$ cat src/design/jlvp_pkg.sv
// package for the jerk-limited velocity profile unit
// types, constants and sequencer states; no dependencies
package jlvp_pkg;
    localparam int VALUE_WIDTH_DEF = 32;
    localparam int FRAC_BITS_DEF   = 16;
    localparam int PERIOD_FRAC     = 24;
    localparam int CFG_WIDTH       = 31;
    localparam int IDX_WIDTH       = 3;
    localparam int WIDE            = 64;

    localparam logic [IDX_WIDTH-1:0] REG_MAX_SPEED = 3'd0;
    localparam logic [IDX_WIDTH-1:0] REG_MAX_ACCEL = 3'd1;
    localparam logic [IDX_WIDTH-1:0] REG_MAX_DECEL = 3'd2;
    localparam logic [IDX_WIDTH-1:0] REG_MAX_JERK  = 3'd3;
    localparam logic [IDX_WIDTH-1:0] REG_PERIOD    = 3'd4;

    typedef enum logic [3:0] {
        ST_IDLE,
        ST_ENERGY,
        ST_SQRT,
        ST_TARGET,
        ST_DIV,
        ST_JERK,
        ST_ACCEL,
        ST_INTEG,
        ST_RATE,
        ST_OUT
    } state_t;

    // shared unit request
    typedef struct packed {
        logic             start;
        logic             is_div;
        logic [WIDE-1:0]  num;
        logic [WIDE-1:0]  den;
    } iter_req_t;

    typedef struct packed {
        logic             done;
        logic [WIDE-1:0]  result;
    } iter_rsp_t;
endpackage

$ cat src/design/jlvp_iter_unit.sv
// shared bit-serial unit: 64-bit integer square root and unsigned divide
// depends on jlvp_pkg
module jlvp_iter_unit
    import jlvp_pkg::*;
(
    input  logic      clk,
    input  logic      rst_n,
    input  iter_req_t req,
    output iter_rsp_t rsp
);
    logic [WIDE-1:0] rem_reg, rem_next;
    logic [WIDE-1:0] quo_reg, quo_next;
    logic [WIDE-1:0] num_reg, num_next;
    logic [WIDE-1:0] den_reg, den_next;
    logic            div_reg, div_next;
    logic            busy_reg, busy_next;
    logic            done_reg, done_next;
    logic [6:0]      cnt_reg, cnt_next;
    logic [WIDE+1:0] trial;
    logic [WIDE+1:0] rsh;

    always_comb
    begin
        rem_next  = rem_reg;
        quo_next  = quo_reg;
        num_next  = num_reg;
        den_next  = den_reg;
        div_next  = div_reg;
        busy_next = busy_reg;
        done_next = 1'b0;
        cnt_next  = cnt_reg;
        trial     = '0;
        rsh       = '0;
        if (req.start)
        begin
            rem_next  = '0;
            quo_next  = '0;
            num_next  = req.num;
            den_next  = req.den;
            div_next  = req.is_div;
            busy_next = 1'b1;
            cnt_next  = req.is_div ? 7'd64 : 7'd32;
        end
        else if (busy_reg)
        begin
            if (div_reg)
            begin
                // restoring divide, one quotient bit a cycle
                rsh   = {1'b0, rem_reg, num_reg[WIDE-1]};
                trial = rsh - {2'b00, den_reg};
                num_next = {num_reg[WIDE-2:0], 1'b0};
                if (!trial[WIDE+1])
                begin
                    rem_next = trial[WIDE-1:0];
                    quo_next = {quo_reg[WIDE-2:0], 1'b1};
                end
                else
                begin
                    rem_next = rsh[WIDE-1:0];
                    quo_next = {quo_reg[WIDE-2:0], 1'b0};
                end
            end
            else
            begin
                // digit-by-digit root, two radicand bits a cycle
                rsh   = {rem_reg, num_reg[WIDE-1:WIDE-2]};
                trial = rsh - {quo_reg, 2'b01};
                num_next = {num_reg[WIDE-3:0], 2'b00};
                if (!trial[WIDE+1])
                begin
                    rem_next = trial[WIDE-1:0];
                    quo_next = {quo_reg[WIDE-2:0], 1'b1};
                end
                else
                begin
                    rem_next = rsh[WIDE-1:0];
                    quo_next = {quo_reg[WIDE-2:0], 1'b0};
                end
            end
            cnt_next = cnt_reg - 7'd1;
            if (cnt_reg == 7'd1)
            begin
                busy_next = 1'b0;
                done_next = 1'b1;
            end
        end
    end

    always_ff @(posedge clk or negedge rst_n)
    begin
        if (!rst_n)
        begin
            busy_reg <= 1'b0;
            done_reg <= 1'b0;
            cnt_reg  <= '0;
        end
        else
        begin
            busy_reg <= busy_next;
            done_reg <= done_next;
            cnt_reg  <= cnt_next;
        end
    end

    always_ff @(posedge clk)
    begin
        rem_reg <= rem_next;
        quo_reg <= quo_next;
        num_reg <= num_next;
        den_reg <= den_next;
        div_reg <= div_next;
    end

    assign rsp.done   = done_reg;
    assign rsp.result = quo_reg;
endmodule

$ cat config.mk
export PLATFORM = sky130hd
export DESIGN_NAME = jlvp_iter_unit
export DESIGN_NICKNAME = d
export VERILOG_FILES = /design/src/design/jlvp_pkg.sv /design/src/design/jlvp_iter_unit.sv
export SDC_FILE = /design/constraint.sdc
export NUM_CORES = 1
export LEC_CHECK = 0
export ABC_AREA = 1
export BUFFER_PORTS_ARGS = -buffer_cell sky130_fd_sc_hd__buf_2
export CAP_MARGIN = 5
export CORE_MARGIN = 5
export CORE_UTILIZATION = 35
export CTS_BUF_LIST = sky130_fd_sc_hd__clkbuf_16
export DETAILED_ROUTE_END_ITERATION = 12
export SLEW_MARGIN = 10
export SYNTH_ARGS = -nofsm -noshare
export SYNTH_HDL_FRONTEND = slang
export SYNTH_SLANG_ARGS = --single-unit
$ cat constraint.sdc
create_clock -name clk -period 6.3 [get_ports clk]
set_input_delay 1.26 -clock clk [delete_from_list [all_inputs] [get_ports clk]]
set_output_delay 1.26 -clock clk [all_outputs]
set_load 0.005 [all_outputs]
; ---- Word-level counts from Yosys, hierarchy flattened
; Index checks and enable logic that the tools add are counted.
[op_classes]
n_mux = 18
eq_ne = 1
n_reduce_logical = 1
add_sub_neg = 3
[ops]
columns = operator, n
row1 = 2-to-1 mux 64 bit, 6
row2 = subtractor 65 x 64 -> 66 bit, 1
row3 = subtractor 66 bit, 1
row4 = 2-to-1 mux 7 bit, 3
row5 = 2-to-1 mux 1 bit, 9
row6 = "== test 7 x 1 -> 1 bit, second input constant", 1
row7 = "subtractor 7 x 1 -> 7 bit, second input constant", 1
row8 = nonzero test 2 bit, 1
[totals]
input_bits = 132
word_cells = 31
out_inout_bits = 65
reg_bits = 266

; ---- Logic depth before layout (Yosys ltp)
; Gate-level depths: netlist (run 1).
[depth]
ltp_word = 4
ltp_mapped = 21
mapped_depth_nobuf = 21

; ---- Least setup slack after synthesis (run 1)
; Ideal clock, no wire load.
[synth_timing]
kind = in2reg
from = input port req[129] (netlist name)
to = register num_reg[0], enable pin
setup_ps = 454
required_ps = 5846
path_buffers = 2
slack_ps = 2149
stages = 4
arrival_ps = 3697
path_cell_list = clkbuf_1 -> nor2_1 -> inv_2 -> clkbuf_1
[synth_between]
elab_chain_cells = 1
[synth_lines]
columns = item, line_no
row1 = from (decl), jlvp_iter_unit.sv:8  ; input iter_req_t req,
row2 = nonzero test 2 bit (no line), -
row3 = to (signal assigned), jlvp_iter_unit.sv:109  ; num_reg <= num_next;
row4 = to (decl), jlvp_iter_unit.sv:13  ; logic [WIDE-1:0] num_reg, num_next;
; Every way passes these cells.
; A chain may end at the register's enable or synchronous reset.

; ---- Worst setup path in the final report (run 1)
[layout_timing]
from = register rem_reg[14]
to = register rem_reg[53]
[layout_between]
elab_chain_cells = 3
elab_cells_between_ends = 5
classes_between = add/sub: 2 / mux: 3
[layout_lines]
columns = item, line_no
row1 = from (decl), jlvp_iter_unit.sv:11  ; logic [WIDE-1:0] rem_reg, rem_next;
row2 = from (signal assigned), jlvp_iter_unit.sv:107  ; rem_reg <= rem_next;
row3 = subtractor 66 bit / subtractor 65 x 64 -> 66 bit (equally long branches), "jlvp_iter_unit.sv:67, jlvp_iter_unit.sv:50"
row4 = 2-to-1 mux 64 bit (on tied branches), "jlvp_iter_unit.sv:69, jlvp_iter_unit.sv:52"
row5 = 2-to-1 mux 64 bit *, jlvp_iter_unit.sv:46  ; if (div_reg)
; Mark *: on every way between the ends. The rest lies on a longest branch, timed or not.

==> results.py, run 1 <==
metrics = {
    "outcome": {
        "outcome": "completed",
    },
    "min_path": {
        "min_to": "quo_reg[63]",
        "hold_path_class": "register to register",
        "hold_depth": 2,
        "worstHoldStart": "quo_reg[63]",
    },
    "layout": {
        "synthToLayoutAreaGrowth_pct": 11.7,
        "final_core_util_pct": 39.4,
        "fillCellCount": 7497,
        "nNetsFinal": 4355,
        "final_area_um2": 26500,
        "antenna_cells": 0,
        "final_layout_size_suffix_gt1_share_pct": 8.09,
    },
    "global_routing": {
        "grt_max_degree": 83,
        "antenna_found_initial": 5,
        "grt_pass1_wl_um": 132000,
        "grt.overflow.total": 0,
        "grt_use_total_pct": 22.7,
        "grt_pass1_vias": 23200,
    },
    "floorplan": {
        "dieWidth_um": 270,
        "core.rowCount": 95,
        "die_area_um2": 73000,
        "die_height_um": 270,
        "ios": 197,
        "coreArea_um2": 67200,
        "initial_core_util_pct": 35.3,
    },
    "clock_network": {
        "clk-insertion-delay-late_ps": 580,
        "htree_levels": 2,
        "cts.clk_slew.worst_paths_ps": 60,
        "ctsResizeCount": 0,
        "cts_num_sinks": 266,
        "post_cts_buffers": 0,
        "postCtsHoldBufs": 0,
        "cts_root_buffer": "clkbuf_16",
        "cts_tree": "built",
        "cts_made_buffers": 34,
        "cts_max_path_buffers": 3,
    },
    "synthesis": {
        "syn_area_um2": 23700,
        "syn_inst": 3954,
        "yosysTopAreaCell": "nand2_1",
        "ys_top_cells_by_area": "nand2_1 (23%), edfxtp_1 (16%), inv_1 (11%)",
        "ys_ff_latch": 266,
        "synthArstFlopShare_pct": 3.38,
        "yosys_warnings": 0,
        "synth_top_area_share_pct": 23.3,
        "synth-seq-area-share_pct": 28.1,
        "synth_nets": 4217,
        "synth-edff-count": 129,
        "ys.flop_type": "edfxtp_1",
        "synth.distinct_cells": 47,
        "syn_area_per_cell_um2": 5.99,
    },
    "timing": {
        "worst_slack_ps": 2540,
        "slew_headroom_pct": 30.0,
        "clock_skew_ps": 27.0,
        "finalSetupTns_ps": 0,
        "grt_setup_unrepaired": "false",
        "slew_viol_final": 0,
        "fmax_ghz": 0.266,
        "period_needed_ps": 3760,
        "fin_crit_sh_pct": 59.6,
        "worstMarginPinSlew_ps": 1050,
        "setup_viol": 0,
        "hold_violations": 0,
    },
    "power": {
        "internal-power_uw": 6020,
        "leakagePower_uw": 0.0144,
        "combPwrFrac_pct": 67.5,
        "switchingPower_uw": 7760,
        "power_density_nw_per_um2": 521,
        "switching_share_pct": 56.3,
        "peakVddDrop_uv": 245,
        "clock_power_share_pct": 14.0,
        "pwr-share-seq_pct": 18.5,
    },
    "detailed_routing": {
        "drcViolationCount": 0,
        "wirelength_um": 86400,
        "first_iter_violations": 1794,
        "drt-vias-per-instance": 4.94,
        "num_vias": 24700,
        "wl_per_cell_um": 17.3,
        "drt_pass1_iterations": 5,
        "drtAntennaViolNets": 0,
    },
    "critical_path": {
        "cp.arrival_ps": 4260,
        "r2r_start": "rem_reg[14]",
        "slowest_delay_ps": 520,
        "path_class": "register to register",
        "reg2regPathDepth": 15,
        "critical_path.max_fanout": 47,
        "r2r_setup_slack_ps": 2540,
        "slowest_stage": "buf_4",
        "cp_data_required_time_ps": 6800,
        "crit_chain": "ha_1 -> nand2_1 -> nor2_1 -> nand2_1 -> nor4_1 -> nand4_1 -> buf_4 -> nand3_2 -> buf_4 -> nand3_1 -> nand2_1 -> nand2_1 -> nand2_1 -> nand2_1 -> nand2_1",
        "start_kind": "register",
        "rr_endpoint": "rem_reg[53]",
        "worst_setup_path_end_kind": "register",
        "crit_top_cell": "nand2_1",
    },
    "placement": {
        "dp_hpwl_um": 70000,
        "pre_cts_slack_ps": 2650,
        "dpl_cell_area_um2": 25400,
        "gp_congestion": 1.04,
        "portBuffers": 196,
    },
    "flow_run": {
        "maxCapViolations": 0,
    },
}
[Yosys cell counts (all sizes together), types with 12 or more instances]
cell type	n
nand2	1489
inv	738
nor2	320
a21oi	265
nand3	253
ha	130
edfxtp	129
dfxtp	128
o21ai	67
o22ai	64
nand4	62
clkbuf	58
buf	50
xor2	45
nand3b	39
nor3	30
or2	17
o21bai	13
xnor2	12
[cells by family (layout without fill, tap and decap cells)]
group / Yosys count / in the layout / share of synthesized area (%)
fa+ha+maj: 131 / 131 / 6.95
xor+xnor: 57 / 57 / 2.11
buf+inv: 846 / 1010 / 13.9
flops: 266 / 266 / 28.1
simple gates: 2231 / 2231 / 39.3
compound gates: 423 / 423 / 9.62
[worst max-delay path, delay by kind of cell (launching register included)]
family / cells / cell delay (ps)
buffers and inverters: 2 / 830
adders and majority gates: 1 / 420
DFF: 1 / 400
and+or+nand+nor: 12 / 2010
[cell type report]
type,count,area (um2),share of cell area [%]
clock inverter,27,218,0.823
sequential,266,6660,25.2
clock buffer,35,876,3.31
multi-input combinational,2842,13700,52.0
timing repair buffer,210,1090,4.11
tap,873,1090,4.13
inverter,738,2780,10.5
[per-stage QoR]
step	total power [uW]	std cells	hold slack, ps
2_1_floorplan	9100	3954	465
3_3_place_gp	11700	4929	493
3_5_place_dp	11600	4929	501
4_1_cts	13700	4991	510
5_1_grt	15100	4991	536
6_report	13800	4991	508
[layer usage]
layer	GRT usage [%]	share of wire, %	vias to the layer above
met5	0	0.065	-
met4	8.12	4.0	8
met3	2.93	5.9	175
met2	35.8	43	793
met1	32.0	47	11000
li1	-	-	12700
[worst max path at each step]
| stage | slack, ps | startpoint | endpoint |
|---|---|---|---|
| final | 2540 | rem_reg[14] | rem_reg[53] |
| after CTS | 2640 | rem_reg[14] | rem_reg[53] |
| after global placement | 2660 | rem_reg[14] | rem_reg[50] |
| after global routing | 2250 | rem_reg[14] | rem_reg[63] |
| after detailed placement | 2650 | req[129] | num_reg[48] |
| after floorplan | 2150 | req[129] | num_reg[0] |
[power by group through the flow]
stage               combinational (uW)  clock, uW  sequential, uW
floorplan                         6760          0            2340
global route                     10400       2050            2580
global placement                  9120          0            2560
finish                            9290       1930            2550
CTS                               9140       1990            2530
detailed placement                9080          0            2570
[layout by cell type, fill, tap and decap left out, types with 5 or more instances in the layout]
| cell | synthesis | routed |
|---|---|---|
| xor2_1 | 45 | 45 |
| buf_4 | 12 | 15 |
| dfxtp_1 | 128 | 128 |
| o21ai_0 | 59 | 59 |
| nand4_1 | 61 | 61 |
| nand2_2 | 11 | 11 |
| dfrtp_1 | 9 | 9 |
| o22ai_1 | 64 | 64 |
| a31oi_1 | 7 | 7 |
| xnor2_1 | 12 | 12 |
| or2_1 | 11 | 11 |
| a21oi_1 | 261 | 260 |
| and3_1 | 5 | 5 |
| buf_2 | 24 | 195 |
| ha_1 | 130 | 130 |
| inv_1 | 712 | 723 |
| o21ai_1 | 8 | 8 |
| nor4_1 | 10 | 10 |
| edfxtp_1 | 129 | 129 |
| nand3_1 | 250 | 249 |
| inv_2 | 26 | 27 |
| nor3_1 | 27 | 27 |
| or2_2 | 6 | 6 |
| clkbuf_16 | 0 | 35 |
| nor2_2 | 11 | 11 |
| nand2_1 | 1473 | 1473 |
| nand3b_1 | 39 | 39 |
| nor2_1 | 308 | 306 |
| o21bai_1 | 13 | 13 |
Power figures use the tool's default switching activity.
==> run 2: changes to the inputs <==
clock period = 3.85 ns   (was 6.3 ns; I/O delays follow)
==> results.py, run 2 (same netlist as run 1, synthesis figures left out) <==
metrics = {
    "critical_path": {
        "critPathTopFamily": "simple AND/OR/NAND/NOR gates",
        "crit_top_cell": "nand2_1",
        "slowest_stage": "dfxtp_1",
        "slowest_delay_ps": 590,
        "r2r_setup_slack_ps": 600,
        "critical_path.max_fanout": 43,
        "rr_endpoint": "quo_reg[0]",
        "cp_data_required_time_ps": 4270,
        "crit_chain": "ha_1 -> nand2_2 -> inv_2 -> nand2_1 -> nand2_1 -> inv_2 -> nand2_1 -> o21bai_1 -> a21oi_4 -> nand2_4 -> nand2_2 -> nand2_4 -> o211ai_1 -> o21ai_0",
        "crit_path_end": "quo_reg[0]",
        "startpoint": "rem_reg[45]",
        "worst_setup_path_end_kind": "register",
        "path_class": "register to register",
        "cp.arrival_ps": 3670,
        "start_kind": "register",
        "reg2regPathDepth": 14,
        "r2r_start": "rem_reg[45]",
        "cp.buffers_inverters": 2,
        "crit_cells": 14,
    },
    "placement": {
        "portBuffers": 196,
        "gp_congestion": 1.00,
        "dpl.cell_count": 4936,
        "dp_hpwl_um": 68800,
    },
    "power": {
        "clock_power_share_pct": 13.9,
        "pwr-share-seq_pct": 18.8,
        "total_power_uw": 22500,
        "switchingPower_uw": 12600,
        "leakagePower_uw": 0.0144,
        "internal-power_uw": 9880,
        "combPwrFrac_pct": 67.3,
        "switching_share_pct": 56.1,
        "peakVddDrop_uv": 338,
        "power_density_nw_per_um2": 848,
    },
    "clock_network": {
        "cts_tree": "built",
        "postCtsHoldBufs": 0,
        "clk-insertion-delay-late_ps": 570,
        "htree_levels": 2,
        "cts_num_sinks": 266,
        "cts_root_buffer": "clkbuf_16",
        "ctsResizeCount": 0,
        "cts_made_buffers": 35,
        "cts.clk_slew.worst_paths_ps": 60,
        "post_cts_buffers": 0,
        "cts_max_path_buffers": 3,
    },
    "global_routing": {
        "grt_use_total_pct": 22.3,
        "grt_pass1_wl_um": 129000,
        "grt_max_degree": 101,
        "grt.overflow.total": 0,
        "grt_pass1_vias": 23000,
        "antenna_found_initial": 8,
    },
    "floorplan": {
        "ios": 197,
        "coreArea_um2": 67200,
        "initial_core_util_pct": 35.3,
        "die_height_um": 270,
        "core.rowCount": 95,
        "die_area_um2": 73000,
        "dieWidth_um": 270,
    },
    "layout": {
        "synthToLayoutAreaGrowth_pct": 12.1,
        "fillCellCount": 7444,
        "layout_commonest_cell": "nand2_1",
        "instances_no_fill": 4998,
        "nNetsFinal": 4363,
        "antenna_cells": 0,
        "final_layout_size_suffix_gt1_share_pct": 8.34,
        "final_cell_mix": "nand2_1 (1,473), inv_1 (715), nor2_1 (306)",
    },
    "detailed_routing": {
        "met3_length_um": 5660,
        "first_iter_violations": 2006,
        "wl_per_cell_um": 17.0,
        "num_vias": 24600,
        "met1Wirelength_um": 39700,
        "drcViolationCount": 0,
        "drt_pass1_iterations": 6,
        "drtAntennaViolNets": 0,
        "drt-vias-per-instance": 4.92,
        "wl_met2_um": 36000,
        "routed.top_layer": "met5",
        "wirelength_um": 84900,
    },
    "timing": {
        "finalSetupTns_ps": 0,
        "fin_crit_sh_pct": 84.4,
        "fmax_ghz": 0.308,
        "period_needed_ps": 3250,
        "clock_skew_ps": 29.0,
        "whs_ps": 65.8,
        "slew_headroom_pct": 30.3,
        "grt_setup_unrepaired": "false",
        "hold_violations": 0,
        "worstMarginPinSlew_ps": 1050,
        "setup_viol": 0,
        "slew_viol_final": 0,
    },
    "flow_run": {
        "maxCapViolations": 0,
    },
    "min_path": {
        "hold_path_class": "input port to asynchronous set/reset pin",
    },
    "outcome": {
        "outcome": "completed",
    },
}
[run 2: stage by stage]
stage / cell area (um2) / utilization [%] / setup WS (ps)
after floorplan: 23700 / - / 189
after global placement: 25500 / 37.9 / 674
after detailed placement: 25500 / 37.9 / 687
after CTS: 26500 / 39.5 / 685
after global routing: 26500 / 39.5 / 407
final: 26500 / 39.5 / 601
[run 2: layout make-up]
class	instances	area [um2]	share of cell area [%]
clock inverters	27	190	0.716
well taps	873	1090	4.11
repair buffers	217	1200	4.53
flip-flops and latches	266	6660	25.1
multi-input cells	2842	13700	51.8
inverters	738	2780	10.5
clock buffers	35	876	3.30
[run 2: layer usage]
metal	up-vias	global-route usage (%)
li1	12700	-
met1	11000	31.7
met2	772	34.6
met3	165	2.96
met4	14	8.12
met5	-	0
[run 2: how the worst min path moves through the flow]
| stage | startpoint | endpoint | slack [ps] | depth (start not counted) |
|---|---|---|---|---|
| 2_1_floorplan | rst_n | busy_reg | 470 | 0 |
| 3_3_place_gp | quo_reg[63] | quo_reg[63] | 490 | 2 |
| 3_5_place_dp | quo_reg[63] | quo_reg[63] | 490 | 2 |
| 4_1_cts | rst_n | cnt_reg[1] | 50 | 1 |
| 5_1_grt | rst_n | done_reg | 70 | 1 |
| 6_report | rst_n | done_reg | 70 | 1 |
[run 2: worst register-to-register path, cell delays in order, from the launching register on]
cell	delay (ps)
dfxtp_1	590
ha_1	410
nand2_2	150
inv_2	40
nand2_1	50
nand2_1	100
inv_2	60
nand2_1	60
o21bai_1	220
a21oi_4	220
nand2_4	90
nand2_2	320
nand2_4	380
o211ai_1	330
o21ai_0	100
[run 2: power by group through the flow]
stage               Combinational [uW]  Clock (uW)  Sequential (uW)
finish                           15100        3130             4230
global route                     17000        3320             4260
CTS                              14900        3220             4180
detailed placement               14800           0             4240
global placement                 14800           0             4230
floorplan                        11100           0             3830
